===== src/design/ked_pkg.sv =====
`timescale 1ns / 1ps
// ----------------------------------------------------------------------------
// ked_pkg: shared types and constants for the keypad event auto-repeat block
// Payload words, controller command/status groups, key code table and the
// configuration register map.
// ----------------------------------------------------------------------------
package ked_pkg;

    // Width of every mask in a result word
    localparam int OUT_W = 18;
    // Entries in the raw key code table
    localparam int MAP_N = 18;
    localparam int BTN_W = 5;

    // Configuration register map
    localparam int CFG_IDX_W = 1;
    localparam logic [CFG_IDX_W-1:0] CFG_DELAY_IDX    = 1'b0;
    localparam logic [CFG_IDX_W-1:0] CFG_INTERVAL_IDX = 1'b1;
    localparam logic [15:0] DELAY_RST    = 16'd300;
    localparam logic [15:0] INTERVAL_RST = 16'd100;

    // Item kinds and raw event type
    localparam logic CMD_POLL  = 1'b0;
    localparam logic CMD_EVENT = 1'b1;
    localparam logic [15:0] EVT_KEY = 16'd1;

    // Raw code of each button: up, down, left, right, A, B, X, Y, start,
    // select, menu, L1, L2, R1, R2, plus, minus, power
    localparam logic [15:0] KEY_CODES [MAP_N] = '{
        16'd103, 16'd108, 16'd105, 16'd106, 16'd57, 16'd29, 16'd42, 16'd56,
        16'd28,  16'd97,  16'd1,   16'd18,  16'd15, 16'd20, 16'd14, 16'd115,
        16'd114, 16'd116
    };

    typedef struct packed {
        logic               cmd;
        logic [31:0]        now_ms;
        logic [15:0]        event_type;
        logic [15:0]        key_code;
        logic signed [31:0] key_value;
    } t_in_word;

    typedef struct packed {
        logic [OUT_W-1:0] held_mask;
        logic [OUT_W-1:0] pressed_now_mask;
        logic [OUT_W-1:0] released_now_mask;
        logic [OUT_W-1:0] repeated_now_mask;
    } t_out_word;

    typedef struct packed {
        logic hit;
        logic [BTN_W-1:0] btn;
    } t_key_hit;

    // Controller -> datapath
    typedef struct packed {
        logic load_item;
        logic poll_init;
        logic scan_chk;
        logic apply_evt;
        logic load_out;
        logic rd_en;
    } t_ctl_cmd;

    // Datapath -> controller
    typedef struct packed {
        logic item_cmd;
        logic out_free;
    } t_ctl_sts;

    function automatic t_key_hit decode_key(input logic [15:0] code);
        t_key_hit r;
        r.hit = 1'b0;
        r.btn = '0;
        for (int i = 0; i < MAP_N; i++) begin
            if (KEY_CODES[i] == code) begin
                r.hit = 1'b1;
                r.btn = BTN_W'(i);
            end
        end
        return r;
    endfunction

endpackage


===== src/design/ked_ram.sv =====
`timescale 1ns / 1ps
// ----------------------------------------------------------------------------
// ked_ram: generic single-write, single-read RAM
// One write port, one read port with registered read data.
// ----------------------------------------------------------------------------
module ked_ram #(
    parameter int WIDTH = 32,
    parameter int DEPTH = 18,
    localparam int AW = (DEPTH > 1) ? $clog2(DEPTH) : 1
) (
    input  logic             i_clk,
    input  logic             i_we,
    input  logic [AW-1:0]    i_waddr,
    input  logic [WIDTH-1:0] i_wdata,
    input  logic             i_re,
    input  logic [AW-1:0]    i_raddr,
    output logic [WIDTH-1:0] o_rdata
);

    logic [WIDTH-1:0] r_mem [DEPTH];
    logic [WIDTH-1:0] r_rdata;

    always_ff @(posedge i_clk) begin
        if (i_we) begin
            r_mem[i_waddr] <= i_wdata;
        end
        if (i_re) begin
            r_rdata <= r_mem[i_raddr];
        end
    end

    assign o_rdata = r_rdata;

endmodule


===== src/design/ked_ctrl.sv =====
`timescale 1ns / 1ps
// ----------------------------------------------------------------------------
// ked_ctrl: item sequencer
// Accepts a word, runs either the key event update or the deadline scan,
// then hands the result to the output register.
// ----------------------------------------------------------------------------
module ked_ctrl #(
    parameter int BUTTON_COUNT = 18,
    localparam int IW = (BUTTON_COUNT > 1) ? $clog2(BUTTON_COUNT) : 1
) (
    input  logic              i_clk,
    input  logic              i_rst_n,
    input  logic              i_in_valid,
    output logic              o_in_stall,
    input  ked_pkg::t_ctl_sts i_sts,
    output ked_pkg::t_ctl_cmd o_cmd,
    output logic [IW-1:0]     o_idx,
    output logic [IW-1:0]     o_rd_addr
);

    typedef enum logic [2:0] {
        S_IDLE,
        S_INIT,
        S_SCAN,
        S_EVT,
        S_OUT
    } t_state;

    localparam logic [IW-1:0] LAST_IDX = IW'(BUTTON_COUNT - 1);

    t_state        r_state, n_state;
    logic [IW-1:0] r_idx, n_idx;

    always_comb begin
        o_cmd     = '0;
        o_rd_addr = '0;
        n_state   = r_state;
        n_idx     = r_idx;
        unique case (r_state)
            S_IDLE: begin
                n_idx = '0;
                if (i_in_valid) begin
                    o_cmd.load_item = 1'b1;
                    n_state = (i_sts.item_cmd == ked_pkg::CMD_POLL) ? S_INIT : S_EVT;
                end
            end
            S_INIT: begin
                o_cmd.poll_init = 1'b1;
                o_cmd.rd_en     = 1'b1;
                n_state         = S_SCAN;
            end
            S_SCAN: begin
                // check entry r_idx while fetching the next one
                o_cmd.scan_chk = 1'b1;
                o_cmd.rd_en    = (r_idx != LAST_IDX);
                o_rd_addr      = r_idx + IW'(1);
                if (r_idx == LAST_IDX) begin
                    n_state = S_OUT;
                end else begin
                    n_idx = r_idx + IW'(1);
                end
            end
            S_EVT: begin
                o_cmd.apply_evt = 1'b1;
                n_state         = S_OUT;
            end
            S_OUT: begin
                if (i_sts.out_free) begin
                    o_cmd.load_out = 1'b1;
                    n_state        = S_IDLE;
                end
            end
            default: begin
                n_state = S_IDLE;
            end
        endcase
    end

    always_ff @(posedge i_clk) begin
        if (!i_rst_n) begin
            r_state <= S_IDLE;
            r_idx   <= '0;
        end else begin
            r_state <= n_state;
            r_idx   <= n_idx;
        end
    end

    assign o_in_stall = (r_state != S_IDLE);
    assign o_idx      = r_idx;

endmodule


===== src/design/ked_dp.sv =====
`timescale 1ns / 1ps
// ----------------------------------------------------------------------------
// ked_dp: keypad masks, deadline store and result register
// Holds the four button masks, the latched poll time, the config registers
// and the per-button repeat deadlines.
// ----------------------------------------------------------------------------
module ked_dp #(
    parameter int BUTTON_COUNT = 18,
    localparam int IW = (BUTTON_COUNT > 1) ? $clog2(BUTTON_COUNT) : 1
) (
    input  logic                              i_clk,
    input  logic                              i_rst_n,
    input  ked_pkg::t_in_word                 i_in_word,
    input  ked_pkg::t_ctl_cmd                 i_cmd,
    input  logic [IW-1:0]                     i_idx,
    input  logic [IW-1:0]                     i_rd_addr,
    output ked_pkg::t_ctl_sts                 o_sts,
    input  logic                              i_cfg_we,
    input  logic [ked_pkg::CFG_IDX_W-1:0]     i_cfg_index,
    input  logic [15:0]                       i_cfg_data,
    output logic                              o_out_valid,
    input  logic                              i_out_stall,
    output ked_pkg::t_out_word                o_out_word
);

    localparam int MW = (BUTTON_COUNT > ked_pkg::OUT_W) ? BUTTON_COUNT : ked_pkg::OUT_W;

    typedef logic [BUTTON_COUNT-1:0] t_mask;

    ked_pkg::t_in_word  r_item;
    ked_pkg::t_out_word r_out_word, n_out_word;
    logic               r_out_valid, n_out_valid;
    t_mask              r_held, n_held;
    t_mask              r_pressed, n_pressed;
    t_mask              r_released, n_released;
    t_mask              r_repeated, n_repeated;
    logic [31:0]        r_latched, n_latched;
    logic [15:0]        r_delay, n_delay;
    logic [15:0]        r_interval, n_interval;

    ked_pkg::t_key_hit  key;
    t_mask              key_bit;
    t_mask              idx_bit;
    logic               evt_ok;
    logic               is_release;
    logic               fresh_press;
    logic               due;
    logic               ram_we;
    logic [IW-1:0]      ram_waddr;
    logic [31:0]        ram_wdata;
    logic [31:0]        ram_rdata;

    ked_ram #(
        .WIDTH (32),
        .DEPTH (BUTTON_COUNT)
    ) u_deadline (
        .i_clk   (i_clk),
        .i_we    (ram_we),
        .i_waddr (ram_waddr),
        .i_wdata (ram_wdata),
        .i_re    (i_cmd.rd_en),
        .i_raddr (i_rd_addr),
        .o_rdata (ram_rdata)
    );

    // key event decode off the captured word
    always_comb begin
        key         = ked_pkg::decode_key(r_item.key_code);
        key_bit     = t_mask'(1) << key.btn;
        is_release  = (r_item.key_value == 32'sd0);
        evt_ok      = (r_item.event_type == ked_pkg::EVT_KEY)
                   && !(r_item.key_value > 32'sd1)
                   && key.hit
                   && ({1'b0, key.btn} < 6'(BUTTON_COUNT));
        fresh_press = !is_release && ((r_held & key_bit) == '0);
        idx_bit     = t_mask'(1) << i_idx;
        // unsigned compare against the latched poll time
        due         = r_held[i_idx] && (r_latched >= ram_rdata);
    end

    always_comb begin
        ram_we    = 1'b0;
        ram_waddr = i_idx;
        ram_wdata = ram_rdata + 32'(r_interval);
        if (i_cmd.scan_chk) begin
            ram_we = due;
        end else if (i_cmd.apply_evt) begin
            ram_we    = evt_ok && fresh_press;
            ram_waddr = IW'(key.btn);
            ram_wdata = r_latched + 32'(r_delay);
        end
    end

    always_comb begin
        logic [MW-1:0] ext_held;
        logic [MW-1:0] ext_pressed;
        logic [MW-1:0] ext_released;
        logic [MW-1:0] ext_repeated;

        n_held      = r_held;
        n_pressed   = r_pressed;
        n_released  = r_released;
        n_repeated  = r_repeated;
        n_latched   = r_latched;
        n_delay     = r_delay;
        n_interval  = r_interval;
        n_out_word  = r_out_word;
        n_out_valid = r_out_valid & i_out_stall;

        ext_held     = MW'(r_held);
        ext_pressed  = MW'(r_pressed);
        ext_released = MW'(r_released);
        ext_repeated = MW'(r_repeated);

        if (i_cfg_we) begin
            unique case (i_cfg_index)
                ked_pkg::CFG_DELAY_IDX:    n_delay    = i_cfg_data;
                ked_pkg::CFG_INTERVAL_IDX: n_interval = i_cfg_data;
                default: ;
            endcase
        end

        if (i_cmd.poll_init) begin
            n_latched  = r_item.now_ms;
            n_pressed  = '0;
            n_released = '0;
            n_repeated = '0;
        end

        if (i_cmd.scan_chk && due) begin
            n_repeated = r_repeated | idx_bit;
        end

        if (i_cmd.apply_evt && evt_ok) begin
            if (is_release) begin
                n_held     = r_held & ~key_bit;
                n_repeated = r_repeated & ~key_bit;
                n_released = r_released | key_bit;
            end else if (fresh_press) begin
                n_held     = r_held | key_bit;
                n_repeated = r_repeated | key_bit;
                n_pressed  = r_pressed | key_bit;
            end
        end

        if (i_cmd.load_out) begin
            n_out_valid                  = 1'b1;
            n_out_word.held_mask         = ext_held[ked_pkg::OUT_W-1:0];
            n_out_word.pressed_now_mask  = ext_pressed[ked_pkg::OUT_W-1:0];
            n_out_word.released_now_mask = ext_released[ked_pkg::OUT_W-1:0];
            n_out_word.repeated_now_mask = ext_repeated[ked_pkg::OUT_W-1:0];
        end
    end

    always_ff @(posedge i_clk) begin
        if (!i_rst_n) begin
            r_held      <= '0;
            r_pressed   <= '0;
            r_released  <= '0;
            r_repeated  <= '0;
            r_latched   <= '0;
            r_delay     <= ked_pkg::DELAY_RST;
            r_interval  <= ked_pkg::INTERVAL_RST;
            r_out_valid <= 1'b0;
        end else begin
            r_held      <= n_held;
            r_pressed   <= n_pressed;
            r_released  <= n_released;
            r_repeated  <= n_repeated;
            r_latched   <= n_latched;
            r_delay     <= n_delay;
            r_interval  <= n_interval;
            r_out_valid <= n_out_valid;
        end
    end

    always_ff @(posedge i_clk) begin
        if (i_cmd.load_item) begin
            r_item <= i_in_word;
        end
        r_out_word <= n_out_word;
    end

    assign o_sts.item_cmd = i_in_word.cmd;
    assign o_sts.out_free = !r_out_valid || !i_out_stall;
    assign o_out_valid    = r_out_valid;
    assign o_out_word     = r_out_word;

endmodule


===== src/design/keypad_event_autorepeat_core.sv =====
`timescale 1ns / 1ps
// ----------------------------------------------------------------------------
// keypad_event_autorepeat_core: keypad state tracker with auto-repeat
// Tracks held buttons and per-poll pressed/released/repeated masks.
// ----------------------------------------------------------------------------
// Usage:
//   Input channel (i_in_valid / o_in_stall / i_in_word) carries one word per
//   item: a poll start (cmd 0, with the current ms time) or a raw key event
//   (cmd 1). Every accepted word yields exactly one result word on the
//   output channel (o_out_valid / i_out_stall / o_out_word) holding the four
//   masks as they stand after the item.
//   Sequence: a key event goes through the update state and then the output
//   load; a poll goes through the init state and the deadline scan, which
//   reads one deadline from the RAM read port per cycle, then the output
//   load. One word is in work at a time: the next one is taken the cycle
//   after the result is loaded into the output register, even while that
//   result is stalled.
//   A stalled output holds its word; a finished item waits for the output
//   register to free up before the next word is accepted.
//   Config channel (i_cfg_valid / o_cfg_ready, always ready): index 0 is the
//   repeat delay, index 1 the repeat interval. Write only while idle.
//   Reset (synchronous, active low) clears all masks and the latched time,
//   restores delay 300 / interval 100. Deadlines need no clearing: an entry
//   only counts for a held button, which always had it written first.
// ----------------------------------------------------------------------------
module keypad_event_autorepeat_core #(
    parameter int BUTTON_COUNT = 18
) (
    input  logic                          i_clk,
    input  logic                          i_rst_n,
    // item input
    input  logic                          i_in_valid,
    output logic                          o_in_stall,
    input  ked_pkg::t_in_word             i_in_word,
    // result output
    output logic                          o_out_valid,
    input  logic                          i_out_stall,
    output ked_pkg::t_out_word            o_out_word,
    // config writes
    input  logic                          i_cfg_valid,
    output logic                          o_cfg_ready,
    input  logic [ked_pkg::CFG_IDX_W-1:0] i_cfg_index,
    input  logic [15:0]                   i_cfg_data
);

    localparam int IW = (BUTTON_COUNT > 1) ? $clog2(BUTTON_COUNT) : 1;

    ked_pkg::t_ctl_cmd ctl_cmd;
    ked_pkg::t_ctl_sts ctl_sts;
    logic [IW-1:0]     scan_idx;
    logic [IW-1:0]     rd_addr;

    // registers are plain flops, so config is always taken
    assign o_cfg_ready = 1'b1;

    // sequencer: idle -> event update or init + scan -> output load
    ked_ctrl #(
        .BUTTON_COUNT (BUTTON_COUNT)
    ) u_ctrl (
        .i_clk      (i_clk),
        .i_rst_n    (i_rst_n),
        .i_in_valid (i_in_valid),
        .o_in_stall (o_in_stall),
        .i_sts      (ctl_sts),
        .o_cmd      (ctl_cmd),
        .o_idx      (scan_idx),
        .o_rd_addr  (rd_addr)
    );

    // masks, deadline RAM, config and output register
    ked_dp #(
        .BUTTON_COUNT (BUTTON_COUNT)
    ) u_dp (
        .i_clk       (i_clk),
        .i_rst_n     (i_rst_n),
        .i_in_word   (i_in_word),
        .i_cmd       (ctl_cmd),
        .i_idx       (scan_idx),
        .i_rd_addr   (rd_addr),
        .o_sts       (ctl_sts),
        .i_cfg_we    (i_cfg_valid),
        .i_cfg_index (i_cfg_index),
        .i_cfg_data  (i_cfg_data),
        .o_out_valid (o_out_valid),
        .i_out_stall (i_out_stall),
        .o_out_word  (o_out_word)
    );

endmodule


===== config.mk =====
export PLATFORM = sky130hd
export DESIGN_NAME = keypad_event_autorepeat_core
export DESIGN_NICKNAME = d
export VERILOG_FILES = /design/src/design/ked_pkg.sv /design/src/design/ked_ram.sv /design/src/design/ked_ctrl.sv /design/src/design/ked_dp.sv /design/src/design/keypad_event_autorepeat_core.sv
export SDC_FILE = /design/constraint.sdc
export NUM_CORES = 1
export LEC_CHECK = 0
export BUFFER_PORTS_ARGS = -buffer_cell sky130_fd_sc_hd__buf_2
export CAP_MARGIN = 20
export CORE_AREA = 2 2 258 260
export DETAILED_ROUTE_END_ITERATION = 6
export DIE_AREA = 0 0 260 262
export PLACE_DENSITY = 0.8
export SYNTH_ARGS = -nofsm -noshare
export SYNTH_HDL_FRONTEND = slang
export SYNTH_HIERARCHICAL = 1
export SYNTH_SLANG_ARGS = --single-unit
export TNS_END_PERCENT = 20

===== constraint.sdc =====
create_clock -name i_clk -period 7.05 [get_ports i_clk]
set_input_delay 1.41 -clock i_clk [delete_from_list [all_inputs] [get_ports i_clk]]
set_output_delay 1.41 -clock i_clk [all_outputs]
set_load 0.01 [all_outputs]

==> flow_metrics.tcl <==
set metrics [dict create \
    crit_arrival_ps 5740 \
    synthesis.area_um2 38800 \
    grt_max_degree 110 \
    dpl.cell_count 3549 \
    cp_slowest_cell "nor2_4" \
    die_x_um 260 \
    wl_per_cell_um 27.4 \
    cts_resized 0 \
    min_period_over_period_pct 77.7 \
    wl_um 102000 \
    rsz0062_at_grt "false" \
    area_delta_synth_final_pct 13.7 \
    antenna_found_initial 0 \
    grt_usage_pct 29.9 \
    io_pins 194 \
    status "finished, final reports clean" \
    finalMaxSlewViolations 0 \
    setup_viol_count_final 0 \
    final_nets 2980 \
    p_per_area_nw_per_um2 268 \
    post_cts_buffers 0 \
    start_util_pct 59.5 \
    ys_ff_latch 921 \
    drt_iter0_markers 2990 \
    n_fill_cell 4226 \
    drive_gt1_share_pct 21.2 \
    cts.sinks 921 \
    synth_compound_area_share_pct 8.27 \
    preCtsSetupSlack_ps 1570 \
    layout.cells.non_filler 3732 \
    grt.overflow.total 0 \
    num_rows 94 \
    crit_fanout 32 \
    numCtsBuffers 90 \
    dp_hpwl_um 65200 \
    ys_async_sr_fraction_pct 0 \
    synth_edf_count 776 \
    synth_top_family_by_area "multiplexers" \
    worstPathCellList "or4b_2 -> nor4_2 -> a21oi_1 -> nand4_1 -> nor3_1 -> nor4_4 -> inv_1 -> o21ai_1 -> nor2b_1 -> nand3_1 -> nor2_4" \
    hold_viol 0 \
    ys.flop_type "edfxtp_1" \
    worstMarginPinSlew_ps 1140 \
    setup_slack_ps 1570 \
    die_y_um 262 \
    insertion_delay_ps 660 \
    max_freq_mhz 183 \
    hp-class "reg -> reg" \
    critPathTopFamily "simple AND/OR/NAND/NOR gates" \
    crit_buf_inv 1 \
    synth_xor_xnor_area_share_pct 1.24 \
    ctsHoldBuffers 0 \
    cts_htree_levels 3 \
    synth.avg_cell_area_um2 15.1 \
    cts_tree "built" \
    total_leakage_power_uw 0.0144 \
    maxSlewHeadroom_pct 23.6 \
    port_buffers 192 \
    seqCellArea_um2 26200 \
    muxShareOfSynthArea_pct 10.5 \
    clock-root-buffer "clkbuf_16" \
    ant_nets 0 \
    synth_nets 2760 \
    drc_errors 0 \
    yosysUniqueCellTypes 86 \
    cap_viol_max_count 0 \
    post-route-min-period_ps 5480 \
    cp.required_ps 7310 \
    slowest_delay_ps 990 \
    vias_per_cell 6.55 \
    cp-end-kind "register" \
    clk_pin_slew_ps 60 \
    vias 24400 \
    drt_first_pass_iters 5 \
    gp_congestion 0.948 \
    cp-start-kind "register" \
    irDropWorstVdd_mv 0.225 \
    first_global_vias 24000 \
    ys_warn_count 6 \
    ys_seq_area_share_pct 67.5 \
    setup_tns_ps 0 \
    syn-instance-count 2573 \
    finClkSkew_ps 25.5 \
    coreArea_um2 65300 \
    synthAdderAreaFrac_pct 2.23 \
    multiInputGateArea_um2 12000 \
    yosys.area_share.simple_pct 7.88 \
    cts_buffer_depth 3 \
    grt_pass1_wl_um 151000 \
    worst-setup-path-type "reg -> reg" \
    dieArea_um2 68100 \
]
-- state kept, by name, summed over array words and instances (netlist names), named ones only --
signal and count:
u_dp/u_deadline/o_rdata 32, u_dp/o_out_word 72, u_ctrl/o_idx 5, u_ctrl/r_state 3, u_dp/r_item 96, u_dp/r_repeated 18, u_dp/r_delay 16, u_dp/o_out_valid 1
u_dp/r_interval 16, u_dp/r_latched 32, u_dp/r_released 18, u_dp/r_pressed 18, u_dp/u_deadline/r_mem 576
-- worst paths after layout --
kind	start	endpoint	slack [ps]	cells after the start
min reg2reg	u_dp/r_pressed[12]	u_dp/o_out_word[48]	420	0
min	u_dp/r_pressed[12]	u_dp/o_out_word[48]	420	0
max reg2reg	u_dp/r_item[35]	u_dp/u_deadline/r_mem[7][8]	1570	11
max	u_dp/r_item[35]	u_dp/u_deadline/r_mem[7][8]	1570	11
-- where the power goes --
part,internal (uW),switching [uW],leakage [uW]
registers,6140,75.2,0.00822
clock network,2680,2060,0.00144
logic,303,596,0.00478
-- layout make-up --
| type | count | area share, % |
|---|---|---|
| clock buffer | 114 | 5.58 |
| tap | 864 | 2.45 |
| multi-input combinational | 1450 | 27.2 |
| antenna | 1 | 0.00567 |
| clock inverter | 52 | 1.06 |
| inverter | 68 | 0.578 |
| timing repair buffer | 262 | 3.82 |
| sequential | 921 | 59.3 |
-- logic make-up (layout without fill, tap and decap cells) --
kind of cell	Yosys count	count (layout)
compound gates	461	461
xor+xnor	55	55
fa+ha+maj	68	68
buf+inv	202	496
flops	921	921
mux	280	280
other cells	1	2
simple gates	585	585
-- stage by stage --
stage	cell area (um2)	hold WS, ps	power [uW]	utilization, %
final	44200	422	11900	67.7
after global placement	40900	409	7150	62.7
after CTS	43900	421	11900	67.2
after detailed placement	40900	411	7190	62.7
after global routing	44200	424	12200	67.7
after floorplan	38800	402	6840	-
-- cell usage after synthesis (all sizes together) (10+ instances only) --
library cell,number,area share [%]
mux4,98,5.7
a2111oi,11,0.25
inv,68,0.66
nand4,16,0.26
nand2b,18,0.29
xor2,19,0.43
mux2i,146,3.8
buf,63,1.1
a21boi,73,1.4
and2,12,0.19
nand2,196,1.9
o22ai,20,0.32
a22oi,17,0.33
or4,10,0.19
xnor2,36,0.81
o211ai,36,0.70
or3,16,0.26
nor2,85,0.83
clkbuf,71,0.69
a221oi,36,0.81
nor2b,65,1.0
dfxtp,145,7.5
o21ai,104,1.3
o21a,25,0.48
ha,66,2.1
and3,15,0.25
a21oi,44,0.57
nand3,38,0.49
o31ai,17,0.33
nor4,27,0.53
mux2,36,1.0
edfxtp,776,60
nor3,31,0.41
-- routing by layer --
metal,up-vias,wire length (um),global-route usage (%)
met4,0,3770,11.0
met1,12200,39600,41.1
met5,-,0,0
li1,10500,-,-
met2,1522,49100,48.6
met3,241,9950,5.09
-- layout by cell type, fill, tap and decap left out, drive strengths merged, types with 12 or more instances in the layout --
| cell type | count |
|---|---|
| and2 | 12 |
| nor3 | 31 |
| o21a | 25 |
| o211ai | 36 |
| a21boi | 73 |
| nor2b | 65 |
| a22oi | 17 |
| nand4 | 16 |
| and3 | 15 |
| o22ai | 20 |
| a21oi | 44 |
| inv | 69 |
| edfxtp | 776 |
| clkinv | 43 |
| nor4 | 27 |
| o31ai | 17 |
| mux2 | 36 |
| nor2 | 85 |
| clkbuf | 114 |
| xor2 | 19 |
| ha | 66 |
| nand2b | 18 |
| dfxtp | 145 |
| nand2 | 196 |
| nand3 | 38 |
| mux2i | 146 |
| or3 | 16 |
| o21ai | 104 |
| a221oi | 36 |
| xnor2 | 36 |
| buf | 262 |
| mux4 | 98 |
(Power assumes the default switching activity.)
